<file path="src/rtl/sorted_timer_queue_unit_macros.svh">
// ----------------------------------------------------------------------------
// Assertion macros for the sorted timer queue
// Concurrent checks clocked on clk and disabled while arst_n is low.
// ----------------------------------------------------------------------------
`ifndef SORTED_TIMER_QUEUE_UNIT_MACROS_SVH
`define SORTED_TIMER_QUEUE_UNIT_MACROS_SVH

`ifndef ASSERT_OFF
`define STQ_ASSERT(lbl, prop) \
	lbl: assert property (@(posedge clk) disable iff (!arst_n) prop) \
		else $error("sorted timer queue check failed");
`define STQ_ASSERT_NEVER(lbl, cond) \
	lbl: assert property (@(posedge clk) disable iff (!arst_n) !(cond)) \
		else $error("sorted timer queue forbidden condition");
`else
`define STQ_ASSERT(lbl, prop)
`define STQ_ASSERT_NEVER(lbl, cond)
`endif

`endif

</file>
<file path="src/rtl/stq_pkg.sv">
// ----------------------------------------------------------------------------
// Sorted timer queue package
// Widths, operation and status codes, and the types shared by the cells.
// ----------------------------------------------------------------------------
package stq_pkg;

	localparam int DEPTH  = 64;
	localparam int ID_W   = 6;
	localparam int TIME_W = 32;
	localparam int CNT_W  = $clog2(DEPTH + 1);

	typedef enum logic [1:0] {
		OP_INSERT = 2'd0,
		OP_ADJUST = 2'd1,
		OP_DELETE = 2'd2,
		OP_TICK   = 2'd3
	} op_t;

	typedef enum logic [2:0] {
		STS_DONE    = 3'd0,
		STS_EXPIRED = 3'd1,
		STS_FULL    = 3'd2,
		STS_ABSENT  = 3'd3,
		STS_PRESENT = 3'd4,
		STS_NONE    = 3'd5
	} status_t;

	typedef enum logic [1:0] {
		CELL_HOLD,
		CELL_LOOK,
		CELL_INSERT,
		CELL_REMOVE
	} cell_cmd_t;

	typedef enum logic [1:0] {
		ST_IDLE,
		ST_LOOK,
		ST_DECIDE,
		ST_TICK
	} state_t;

	typedef struct packed {
		cell_cmd_t         cmd;
		logic [ID_W-1:0]   key_id;
		logic [TIME_W-1:0] key_time;
	} cell_ctrl_t;

	// What a cell shows its neighbors: its entry and its "at or before key" flag.
	typedef struct packed {
		logic [ID_W-1:0]   id;
		logic [TIME_W-1:0] expiry;
		logic              le;
	} cell_data_t;

endpackage

</file>
<file path="src/rtl/stq_cell.sv">
// ----------------------------------------------------------------------------
// Sorted timer queue cell
// Holds one timer entry; compares it with the broadcast key and shifts
// toward either neighbor on insert or removal.
// ----------------------------------------------------------------------------
module stq_cell import stq_pkg::*; (
	input  logic       clk,
	input  logic       arst_n,
	input  cell_ctrl_t ctrl,
	input  logic       occ,
	input  logic       remove_en,
	input  cell_data_t left,
	input  cell_data_t right,
	output cell_data_t data,
	output logic       match
);

	logic [ID_W-1:0]   id_q;
	logic [TIME_W-1:0] expiry_q;
	logic              le_q;
	logic              match_q;

	always_ff @(posedge clk) begin
		unique case (ctrl.cmd)
			CELL_INSERT: begin
				// Entries at or before the new expiry stay; the first later one
				// takes the new timer, the rest move one place back.
				if (!le_q) begin
					if (left.le) begin
						id_q     <= ctrl.key_id;
						expiry_q <= ctrl.key_time;
					end else begin
						id_q     <= left.id;
						expiry_q <= left.expiry;
					end
				end
			end
			CELL_REMOVE: begin
				if (remove_en) begin
					id_q     <= right.id;
					expiry_q <= right.expiry;
				end
			end
			default: begin
			end
		endcase
	end

	always_ff @(posedge clk or negedge arst_n) begin
		if (!arst_n) begin
			le_q    <= 1'b0;
			match_q <= 1'b0;
		end else begin
			unique case (ctrl.cmd)
				CELL_LOOK: begin
					le_q    <= occ && (expiry_q <= ctrl.key_time);
					match_q <= occ && (id_q == ctrl.key_id);
				end
				CELL_INSERT: begin
					if (!le_q) begin
						le_q <= 1'b0;
					end
					match_q <= 1'b0;
				end
				CELL_REMOVE: begin
					if (remove_en) begin
						le_q <= right.le;
					end
					match_q <= 1'b0;
				end
				default: begin
				end
			endcase
		end
	end

	assign data  = '{id: id_q, expiry: expiry_q, le: le_q};
	assign match = match_q;

endmodule

</file>
<file path="config.mk">
export PLATFORM = sky130hd
export DESIGN_NAME = stq_cell
export DESIGN_NICKNAME = d
export VERILOG_FILES = /design/src/rtl/sorted_timer_queue_unit_macros.svh /design/src/rtl/stq_pkg.sv /design/src/rtl/stq_cell.sv
export SDC_FILE = /design/constraint.sdc
export NUM_CORES = 1
export LEC_CHECK = 0
export BUFFER_PORTS_ARGS = -buffer_cell sky130_fd_sc_hd__buf_2
export CAP_MARGIN = 5
export CORE_MARGIN = 3
export CORE_UTILIZATION = 49
export CTS_CLUSTER_SIZE = 8
export DETAILED_ROUTE_END_ITERATION = 16
export PLACE_DENSITY_LB_ADDON = 0.2
export SYNTH_ARGS = -nofsm -noshare
export SYNTH_HDL_FRONTEND = slang
export SYNTH_SLANG_ARGS = --single-unit
</file>
<file path="constraint.sdc">
create_clock -name clk -period 6.3 [get_ports clk]
set_input_delay 0 -clock clk [delete_from_list [all_inputs] [get_ports clk]]
set_output_delay 0 -clock clk [all_outputs]
set_load 0.01 [all_outputs]
</file>
Word level (Yosys, flattened, before mapping)
Index checks and enable logic that the tools add are counted.
Word-level totals
  bits in registers: 40
  input port bits: 122
  output and inout port bits: 40
  word-level logic and storage cells: 31
Operators by class
  $lt $le $gt $ge: 1
  equality and inequality tests: 6
  muxes and demuxes: 12
  reduce and logical (&&, ||, !) cells: 8
Operators by type and width (number)
  two-way mux 32 bit: 3
  case mux 32 bit (2 select lines): 1
  less-or-equal comparator 32 bit: 1
  two-way mux 6 bit: 3
  case mux 6 bit (2 select lines): 1
  == test 6 bit: 1
  == test 2 bit (second input constant): 2
  != test 2 bit (second input constant): 2
  nonzero test 2 bit: 2
  case mux 1 bit (3 select lines): 1
  AND reduction 3 bit: 1
  nonzero test 3 bit: 1
  == test 2 x 1 -> 1 bit (second input constant): 1
  logical AND 1 bit: 2
  two-way mux 1 bit: 2
  case mux 1 bit (2 select lines): 1
  AND reduction 2 bit: 1
  OR reduction 2 bit: 1

Logic depth before layout (Yosys ltp)
Gate-level depths: netlist of run 1.
  depth after elaboration: 3
  gate-level depth with buffers: 7
  depth with buffers taken out: 7

Least setup slack after synthesis of run 1
No wires, ideal clock.
  path kind: reg-to-reg
  start point: reg le_q
  end point: reg expiry_q[0], enable pin
  library setup time: 0.488 ns
  data arrival time: 3.333 ns
  required time: 5.812 ns
  path slack: 2.478 ns
  stages on the path, launching flop included: 3
  path buffers: 0
  period minus slack after synthesis: 3.822 ns
  cells stage by stage: dfrtp_1 -> nor2b_1 -> nor3b_1
On the way
  word-level cells in the longest chain between the ends: 2
Ends and longest elaborated chain
  from (decl): RTL line stq_cell.sv:20  | logic le_q;
  from (signal assigned): RTL line stq_cell.sv:56  | le_q <= occ && (expiry_q <= ctrl.key_time);
  from (signal assigned): RTL line stq_cell.sv:67  | le_q <= right.le;
  != test 2 bit (no source line)
  AND reduction 3 bit (no source line)
  to (signal assigned): RTL line stq_cell.sv:31  | expiry_q <= ctrl.key_time;
  to (signal assigned): RTL line stq_cell.sv:34  | expiry_q <= left.expiry;
  to (signal assigned): RTL line stq_cell.sv:41  | expiry_q <= right.expiry;
  to (decl): RTL line stq_cell.sv:19  | logic [TIME_W-1:0] expiry_q;
No other way between the ends.
A chain may end at the register's enable or synchronous reset.

Worst setup path after layout of run 1
  start point: in ctrl[39] (netlist name)
  end point: reg expiry_q[11] (data pin)
On the way
  word-level cells in the longest chain between the ends: 2
  elaborated cells between the ends (all ways): 3
  those cells by class: eq/ne (2); mux (1)
Ends and longest elaborated chain
  from (decl): RTL line stq_cell.sv:9  | input cell_ctrl_t ctrl,
  == test 2 bit: RTL line stq_cell.sv:24  | unique case (ctrl.cmd)
  case mux 32 bit (2 select lines) (*): RTL line stq_cell.sv:24
Every way passes the cells marked *; elsewhere a longest branch is shown, timed or not.

==> results.md, run 1 <==
* Fin Setup TNS at 0 ns
* Hold_ws at -0.00301 ns
* Maximum root-to-sink buffer count at 2
* Clk pin slew, worst setup/hold paths at 0.08 ns
* Register area share after synthesis at 40.1%
* Nets at 637
* Vias in the first global route at 3,011
* Skew-Pair Late Insertion Delay at 0.29 ns
* First-pass GRT wire length at 13,600 um
* Util after Layout at 72.8%
* Max layer used: met4
* Lkg Pwr at 2.05 nW
* Pwr/cell area at 173 nW/um2
* CTS root buffer: clkbuf_8
* # IOs at 162
* Diodes inserted at 0
* Overall power at 0.000716 W
* Hold Path Class: input port to register
* Syn Area/Cell at 9.83 um2
* Most common cell after layout, fill and taps aside: buf_2
* Clk_skew at 0.00214 ns
* Final setup fails at 0
* Core Footprint at 5680 um2
* Overall routing resource usage at 23.8%
* CTS tree: done
* Max_slew headroom at 23.5%
* Share of layout cells above drive strength 1 at 36.6%
* Initial Util at 52.3%
* Site Rows at 27
* Most frequent cells in the layout: buf_2 (161), nand2_1 (45), o21ai_0 (41)
* Area growth, synth to finish at 39.2%
* Final Cycle Share at 30.2%
* Avg WL per Cell at 15.3 um
* Synth Instances at 302
* Metal2 WL at 4380 um
* Routed Antenna Nets at 0
* DIE WIDTH at 83.8 um
* VDD IR max at 0.138 mV
* Max-Cap Viols at 0
* Post-DP HPWL at 6370 um
* Num CTS Buffers at 5
* FF+latch count, synth at 40
* Slew Viols, Final at 0
* Critical path type: input port to register
* Violated checks: hold timing
* CTS H-tree depth at 2
* Post-synthesis net count at 456
* Setup bufs post-CTS at 0
* Met1 WL at 3390 um
* Hold Violations, Final at 2
* Clock sinks at 40
* Die ar. at 7030 um2
* Fin crit period at 1.91 ns
* Placed Area at 3820 um2
* Met3 wire len at 649 um
* Netlist cell types at 37
* CP max FO at 76
* Final GP Congestion at 0.800
* Yosys warnings at 0
* Die span in y at 83.8 um
* Fmax at 525 MHz
* DRT Wirelength at 8500 um
* Router iterations before antenna repair at 5
* Total gr overflow at 0
* RSZ-0062 raised after global routing: false
* Worst EP arrival at 1.89 ns
* Drt via density at 5.21
* Synth Flop Type: edfxtp_1
* Outcome: complete, but fails checks
* Largest net degree at the start of global routing at 77
* Worst Tran Pin Value at 1.15 ns
* Post-synthesis async set-or-reset flop share at 5.00%
* CP Launch Type: input port
* Finished Cell Area at 4130 um2
* Critical Path End Type: register
* Post-synth EDFFs at 38
* Post-route DRC at 0
* R2r setup slk at 4.52 ns
* Vias at 2,889
* Mapped Area at 2970 um2
* I/O Buffers at 161
* Antenna violations before repair at 0
* 1st-iter DRT viols at 92
* Crit path required time at 6.29 ns
## state kept, by name (all words and copies together) (netlist names)
name      cells
expiry_q     32
id_q          6
le_q          1
match         1
## cells in the mapped netlist, types with 2 or more instances
cell type  instances  area share [%]
a21oi_1           11             1.9
buf_2              7             1.2
buf_4              3            0.76
clkbuf_1           3            0.38
dfrtp_1            2             1.7
edfxtp_1          38              38
ha_1              32              13
inv_1             33             4.2
mux2i_1           39              13
nand2_1           45             5.7
nand3_1            2            0.34
nand4_1            7             1.5
nor2_1             6            0.76
nor2b_1            3            0.63
nor4_1             3            0.63
o211ai_2           2            0.84
o21ai_0           41             6.9
o21ai_1            2            0.34
xnor2_1            3            0.89
xor2_1             3            0.89
## critical path, stage by stage
cell,delay (ns)
dlygate4sd3_1,0.52
buf_2,0.14
and2_2,0.91
o21ai_0,0.29
## layout make-up
class / instances / area, um2
Multi-Input combinational cell: 216 / 1590
Timing Repair Buffer: 187 / 1060
Fill cell: 453 / 1540
Sequential cell: 40 / 1190
Clock buffer: 7 / 76.3
Inverter: 33 / 124
Tap cell: 72 / 90.1
## cell families after synthesis
group | share of synthesized area (%)
xor gates and xnor gates | 1.77
buffers and inverters | 6.49
AOI/OAI and AO/OA | 13.8
muxes | 13.2
adders and majority gates | 13.5
and+or+nand+nor | 11.1
DFF | 40.1
## metal layers
layer  vias to the layer above  track usage, %
met4                         0            4.97
li1                       1445               -
met1                      1308            27.1
met2                       129            44.5
met5                         -               0
met3                         7            6.02
## metrics by stage
stage          instances  setup slack, ns
2_1_floorplan        302             2.48
3_3_place_gp         524             4.56
3_5_place_dp         524             4.49
4_1_cts              555             4.35
5_1_grt              555             4.20
6_report             555             4.39
## power by group
part	internal, W	total (W)	switching [W]	leakage, nW
Clock	0.0000764	0.000166	0.0000897	0.0383
Sequential	0.000322	0.000335	0.0000130	0.388
Combinational	0.000103	0.000215	0.000112	1.62
## repair_timing
action	CTS	global route
endpoints found under the hold margin	25	0
endpoints found under the setup margin	0	0
resized for setup	0	0
hold buffers	24	0
## path summary, 6_finish.rpt
path                                   start      endpoint  cells past startpoint
worst max register to register  expiry_q[13]          le_q                      6
min in group asynchronous             arst_n          le_q                      2
max in group asynchronous             arst_n         match                      2
worst min register to register         match         match                      2
worst min-delay path               right[14]  expiry_q[13]                      3
worst max-delay path                ctrl[39]  expiry_q[11]                      4
(Power assumes the default switching activity.)
==> run 2: changes to the inputs <==
CORE_UTILIZATION = 41   (was 49)
clock period = 1.5 ns   (was 6.3 ns; I/O delays follow)
==> run 2 against run 1 <==
Compared with the run above: the flow finishes with violations (setup timing); register-to-register slack worse by 4.7 ns; routed wire length down 1.9%; clock power increased to 4.5 times the previous value; critical path type is now register to register; critical endpoint is now le_q; largest power group unchanged.
==> results.md, run 2 (same netlist as run 1, synthesis figures left out) <==
* Outcome: complete, but fails checks (unchanged)
* Violated checks: setup timing (was hold timing)
* Final GP Congestion at 0.773 (was 0.800)
* Crit path required time at 1.72 ns (was 6.29 ns)
* Top reg by flops: expiry_q (unchanged)
* Nets at 658 (was 637)
* R2R depth at 6 (unchanged)
* Most frequent cells in the layout: buf_2 (161), nand2_1 (45), o21ai_0 (41) (unchanged)
* Total gr overflow at 0 (unchanged)
* Post-route DRC at 0 (unchanged)
* CP max FO at 3 (was 76)
* Overall routing resource usage at 19.8% (was 23.8%)
* DIE WIDTH at 91.1 um (was 83.8 um)
* Max reg flops at 32 (unchanged)
* Avg WL per Cell at 13.9 um (was 15.3 um)
* Clk_skew at 0.00500 ns (was 0.00214 ns)
* Hold Violations, Final at 0 (was 2)
* Clock sinks at 40 (unchanged)
* Area growth, synth to finish at 52.5% (was 39.2%)
* Slew Viols, Final at 0 (unchanged)
* Site Rows at 30 (was 27)
* Family with the most delay on the worst path: compound AO/OA/AOI/OAI gates (was simple AND/OR/NAND/NOR gates)
* Register area at 1190 um2 (unchanged)
* Router iterations before antenna repair at 4 (was 5)
* VDD IR max at 0.422 mV (was 0.138 mV)
* Skew-Pair Late Insertion Delay at 0.29 ns (about the same)
* Top flop regs: expiry_q (32), id_q (6) (unchanged)
* WP buf/inv at 0 (was 2)
* First-pass GRT wire length at 13,400 um (was 13,600 um)
* Clk pin slew, worst setup/hold paths at 0.08 ns (about the same)
* CP Cell Sequence: ha_1 -> nand4_1 -> nor2_1 -> o2bb2ai_1 -> o41a_1 -> o211ai_2 (was dlygate4sd3_1 -> buf_2 -> and2_2 -> o21ai_0)
* Worst Hold Path Cells at 3 (unchanged)
* 1st-iter DRT viols at 54 (was 92)
* I/O Buffers at 161 (unchanged)
* Max-Cap Viols at 0 (unchanged)
* Post-DP HPWL at 6440 um (was 6370 um)
* Fin Setup TNS at -0.204 ns (was 0 ns)
* Core Footprint at 6910 um2 (was 5680 um2)
* Die ar. at 8300 um2 (was 7030 um2)
* Fin crit period at 1.70 ns
* Die span in y at 91.1 um (was 83.8 um)
* Worst r2r src: expiry_q[12] (was expiry_q[13])
* Placed Area at 4100 um2 (was 3820 um2)
* Worst reg2reg endpoint: le_q (unchanged)
* Slowest stage cell, crit path: edfxtp_1 (was and2_2)
* Area of the multi-input gates at 1730 um2 (was 1590 um2)
* Critical path type: register to register (was input port to register)
* R2r setup slk at -0.20 ns (was 4.52 ns)
* Initial Util at 43.0% (was 52.3%)
* Diodes inserted at 0 (unchanged)
* Hold Path Class: input port to register (unchanged)
* Final setup fails at 1 (was 0)
* # IOs at 162 (unchanged)
* Overall power at 0.00318 W (was 0.000716 W)
* CP peak stage delay at 0.42 ns (was 0.91 ns)
* RSZ-0062 raised after global routing: true (was false)
* Vias at 2,891 (was 2,889)
* Most common cell after layout, fill and taps aside: buf_2 (unchanged)
* Vias in the first global route at 2,972 (was 3,011)
* Worst EP arrival at 1.92 ns (was 1.89 ns)
* Drt via density at 4.81 (was 5.21)
* Num CTS Buffers at 5 (unchanged)
* Pwr/cell area at 703 nW/um2 (was 173 nW/um2)
* CTS root buffer: clkbuf_8 (unchanged)
* Critical Path End Type: register (unchanged)
* CTS tree: done (unchanged)
* Routed Antenna Nets at 0 (unchanged)
* Finished Cell Area at 4530 um2 (was 4130 um2)
* Share of layout cells above drive strength 1 at 42.0% (was 36.6%)
* Setup ws final at -0.204 ns (was 4.39 ns)
* Max_slew headroom at 79.9% (was 23.5%)
* Hold Startpoint: right[18] (was right[14])
* DRT Wirelength at 8330 um (was 8500 um)
* Largest net degree at the start of global routing at 46 (was 77)
* Antenna violations before repair at 0 (unchanged)
* Dpl ws at -0.297 ns (was 4.49 ns)
* Maximum root-to-sink buffer count at 2 (unchanged)
* CP Launch Type: register (was input port)
* CTS H-tree depth at 2 (unchanged)
* Fmax at 587 MHz
* Lkg Pwr at 2.18 nW (was 2.05 nW)
* Fill cells at 607 (was 453)
* Hold Path End: expiry_q[17] (was expiry_q[13])
* Worst Tran Pin Value at 0.299 ns (was 1.15 ns)
* Final Cycle Share at 114%
run 2: cell count changes in the layout (fill, tap and decap cells not counted), sizes merged:
cell	before	now
buf	163	183
clkbuf	7	8
dlygate4sd3	24	25
run 2: metrics by stage:
step	util (%)	hold WS, ns	std cells
after floorplan	-	-0.296	302
after global placement	59.4	-0.190	566
after detailed placement	59.4	-0.193	566
after CTS	65.5	0.000219	601
after global routing	65.5	0.00649	601
final	65.5	0.00000859	601
run 2: area by class of cell:
class,instances,share of cell area (%)
multi-input combinational,216,38.2
sequential,40,26.3
clock buffer,8,1.99
inverter,33,2.74
timing repair buffer,208,28.1
tap,96,2.65
run 2: tightest hold or removal path, stage by stage:
cell and delay (ns):
buf_2 0.07, nand2_1 0.03, o21ai_0 0.07
run 2: routing by layer:
metal / global-route usage [%] / share of wire, % / up-vias
met1: 23.3 / 42 / 1300
met5: 0 / 0 / -
met2: 36.8 / 52 / 95
met4: 4.65 / 1.5 / 0
li1: - / - / 1484
met3: 3.89 / 5.0 / 12
run 2: power by group:
part	internal, W	total [W]	leakage (nW)	switching, W
clock	0.000376	0.000752	0.0455	0.000376
combinational	0.000523	0.00101	1.74	0.000491
sequential	0.00135	0.00141	0.388	0.0000609
total	0.00225	0.00318	2.18	0.000928
run 2: worst max path at each step:
stage	endpoint	slack, ns	depth (start not counted)	start
6_report	le_q	-0.20	6	expiry_q[12]
5_1_grt	le_q	-0.31	6	expiry_q[14]
4_1_cts	le_q	-0.22	6	expiry_q[14]
3_5_place_dp	le_q	-0.30	6	expiry_q[26]
3_3_place_gp	le_q	-0.27	6	expiry_q[25]
2_1_floorplan	expiry_q[0]	-0.46	2	le_q
run 2: what timing repair did:
action,in CTS,in global routing
hold buffers,25,0
endpoints found under the setup margin,1,1
pin swaps,3,0
buffers inserted,3,0
endpoints found under the hold margin,26,0
gates resized for setup,6,1
==> run 3: changes to the inputs <==
CAP_MARGIN = not set   (was 5)
PLACE_DENSITY = 0.76   (was not set)
PLACE_DENSITY_LB_ADDON = not set   (was 0.2)
==> run 3 against run 2 <==
Compared with the run above: the run still ends with setup timing left; sequential share of layout area up 0.32 points; die area unchanged; clock power down 8.8%; sequential power about the same; power down 2.5%; global-route usage up 0.43 points; register-to-register slack about the same; critical endpoint unchanged.
==> results.md, run 3 (same netlist as run 1, synthesis figures left out) <==
* First-pass GRT wire length at 13,800 um (was 13,400 um)
* Non-filler instance count after layout at 596 (was 601)
* Max reg flops at 32 (unchanged)
* 1st-iter DRT viols at 93 (was 54)
* CTS tree: done (unchanged)
* Diodes inserted at 0 (unchanged)
* Top reg by flops: expiry_q (unchanged)
* Vias in the first global route at 3,080 (was 2,972)
* DIE WIDTH at 91.1 um (unchanged)
* VDD IR max at 0.335 mV (was 0.422 mV)
* Maximum root-to-sink buffer count at 2 (unchanged)
* Nets at 653 (was 658)
* WP buf/inv at 1 (was 0)
* Router iterations before antenna repair at 4 (unchanged)
* Reg power frac at 45.6% (was 44.5%)
* Internal power at 0.00219 W (was 0.00225 W)
* Drt via density at 4.83 (was 4.81)
* RSZ-0062 raised after global routing: true (unchanged)
* Die ar. at 8300 um2 (unchanged)
* Crit path required time at 1.67 ns (was 1.72 ns)
* Avg WL per Cell at 14.0 um (was 13.9 um)
* Antenna violations before repair at 0 (unchanged)
* Finished Cell Area at 4470 um2 (was 4530 um2)
* Clock sinks at 40 (unchanged)
* CTS H-tree depth at 2 (unchanged)
* R2r setup slk at -0.20 ns (about the same)
* Critical Path End Type: register (unchanged)
* Lkg Pwr at 2.15 nW (was 2.18 nW)
* Switch Pwr at 0.000911 W (was 0.000928 W)
* Worst EP arrival at 1.87 ns (was 1.92 ns)
* Setup ws final at -0.198 ns (was -0.204 ns)
* Clk pin slew, worst setup/hold paths at 0.07 ns (was 0.08 ns)
* Overall routing resource usage at 20.3% (was 19.8%)
* Site Rows at 30 (unchanged)
* Most common cell after layout, fill and taps aside: buf_2 (unchanged)
* Largest net degree at the start of global routing at 63 (was 46)
* Most frequent cells in the layout: buf_2 (161), nand2_1 (45), o21ai_0 (41) (unchanged)
* Num CTS Buffers at 5 (unchanged)
* Routed Antenna Nets at 0 (unchanged)
* Clock power share at 22.1% (was 23.6%)
* Max_slew headroom at 79.0% (was 79.9%)
* Final setup fails at 1 (unchanged)
* CTS root buffer: clkbuf_8 (unchanged)
* CP Cell Sequence: ha_1 -> nand4_1 -> nor4_2 -> buf_4 -> o41a_1 -> o211ai_2 (was ha_1 -> nand4_1 -> nor2_1 -> o2bb2ai_1 -> o41a_1 -> o211ai_2)
* Overall power at 0.00310 W (was 0.00318 W)
* Util after Layout at 64.7% (was 65.5%)
* Final Cycle Share at 113% (was 114%)
* Post-DP HPWL at 6560 um (was 6440 um)
* Inst Count DP at 568 (was 566)
* Start point of the critical path: expiry_q[22] (was expiry_q[12])
* Final GP Congestion at 0.827 (was 0.773)
* Critical path type: register to register (unchanged)
* Pwr/cell area at 694 nW/um2 (was 703 nW/um2)
* CP Launch Type: register (unchanged)
* Fmax at 589 MHz (was 587 MHz)
* DRT Wirelength at 8350 um (was 8330 um)
* Clk_skew at 0.00187 ns (was 0.00500 ns)
* Outcome: complete, but fails checks (unchanged)
* Cell depth of the worst setup path at 6 (unchanged)
* Slowest stage cell, crit path: edfxtp_1 (unchanged)
* Total gr overflow at 0 (unchanged)
* Worst reg2reg endpoint: le_q (unchanged)
* Area growth, synth to finish at 50.6% (was 52.5%)
* Vias at 2,879 (was 2,891)
* Worst setup path end: le_q (unchanged)
* Core Footprint at 6910 um2 (unchanged)
* Share of layout cells above drive strength 1 at 43.0% (was 42.0%)
* # IOs at 162 (unchanged)
* CP max FO at 2 (was 3)
* Combinational share of power at 32.3% (was 31.9%)
* Worst Tran Pin Value at 0.313 ns (was 0.299 ns)
* R2R depth at 6 (unchanged)
* Initial Util at 43.0% (unchanged)
* Hold Path Class: input port to register (unchanged)
* Violated checks: setup timing (unchanged)
* Post-route DRC at 0 (unchanged)
* Family with the most delay on the worst path: simple AND/OR/NAND/NOR gates (was compound AO/OA/AOI/OAI gates)
* Switching part of the total at 29.4% (was 29.2%)
* Worst r2r src: expiry_q[22] (was expiry_q[12])
* Skew-Pair Late Insertion Delay at 0.29 ns (about the same)
* CP peak stage delay at 0.40 ns (was 0.42 ns)
* Max-Cap Viols at 0 (unchanged)
* Fin crit period at 1.70 ns (about the same)
* Top flop regs: expiry_q (32), id_q (6) (unchanged)
* Hold Violations, Final at 0 (unchanged)
* I/O Buffers at 161 (unchanged)
* Placed Area at 4110 um2 (was 4100 um2)
* Die span in y at 91.1 um (unchanged)
* Slew Viols, Final at 0 (unchanged)
-- run 3: area by class of cell --
| cell class | instances | area (um2) |
|---|---|---|
| Sequential cell | 40 | 1190 |
| Multi-Input combinational cell | 216 | 1750 |
| Timing Repair Buffer | 203 | 1210 |
| Clock inverter | 1 | 3.75 |
| Inverter | 33 | 124 |
| Clock buffer | 7 | 76.3 |
| Tap cell | 96 | 120 |
| Fill cell | 596 | 2440 |
-- run 3: worst min-delay path by stage --
stage	from	to	slack, ns	cells after the start
after global placement	arst_n	match	-0.19	1
after floorplan	arst_n	le_q	-0.30	0
after CTS	right[4]	expiry_q[3]	0.003	3
final	right[12]	expiry_q[11]	0.004	3
after global routing	right[7]	expiry_q[6]	0.003	3
after detailed placement	arst_n	match	-0.19	1
-- run 3: power by group through the flow --
stage                     combinational [W]  sequential, W  clock (W)
after floorplan                    0.000460        0.00147          0
after global placement             0.000919        0.00143          0
after detailed placement           0.000939        0.00144          0
after CTS                          0.000991        0.00141   0.000711
after global routing                0.00112        0.00143   0.000741
final                               0.00100        0.00141   0.000686
-- run 3: per-layer routing --
metal	vias to the layer above	routed length (um)	GRT usage, %
met5	-	0	0
met4	0	161	6.78
met3	15	528	4.39
met2	110	4330	37.1
met1	1279	3320	23.2
li1	1475	-	-
-- run 3: metrics by stage --
step | setup TNS, ns | worst slack (ns) | hold slack [ns]
floorplan | -17.62 | -0.460 | -0.296
global placement | -0.157 | -0.157 | -0.189
detailed placement | -0.231 | -0.231 | -0.188
CTS | -0.191 | -0.191 | 0.00267
global route | -0.281 | -0.281 | 0.00274
finish | -0.198 | -0.198 | 0.00421
-- run 3: what timing repair did --
item	in CTS	in global routing
setup endpoints to repair	1	1
hold buffers	19	0
pin swaps	1	1
resized for setup	3	7
setup buffers	1	0
hold endpoints to repair	20	0
-- run 3: worst reg2reg max path: cells and delay by family (launching register included) --
family          cells  cell delay [ns]
flops               1             0.40
buf+inv             1             0.15
compound gates      2             0.23
fa+ha+maj           1             0.31
simple gates        2             0.49
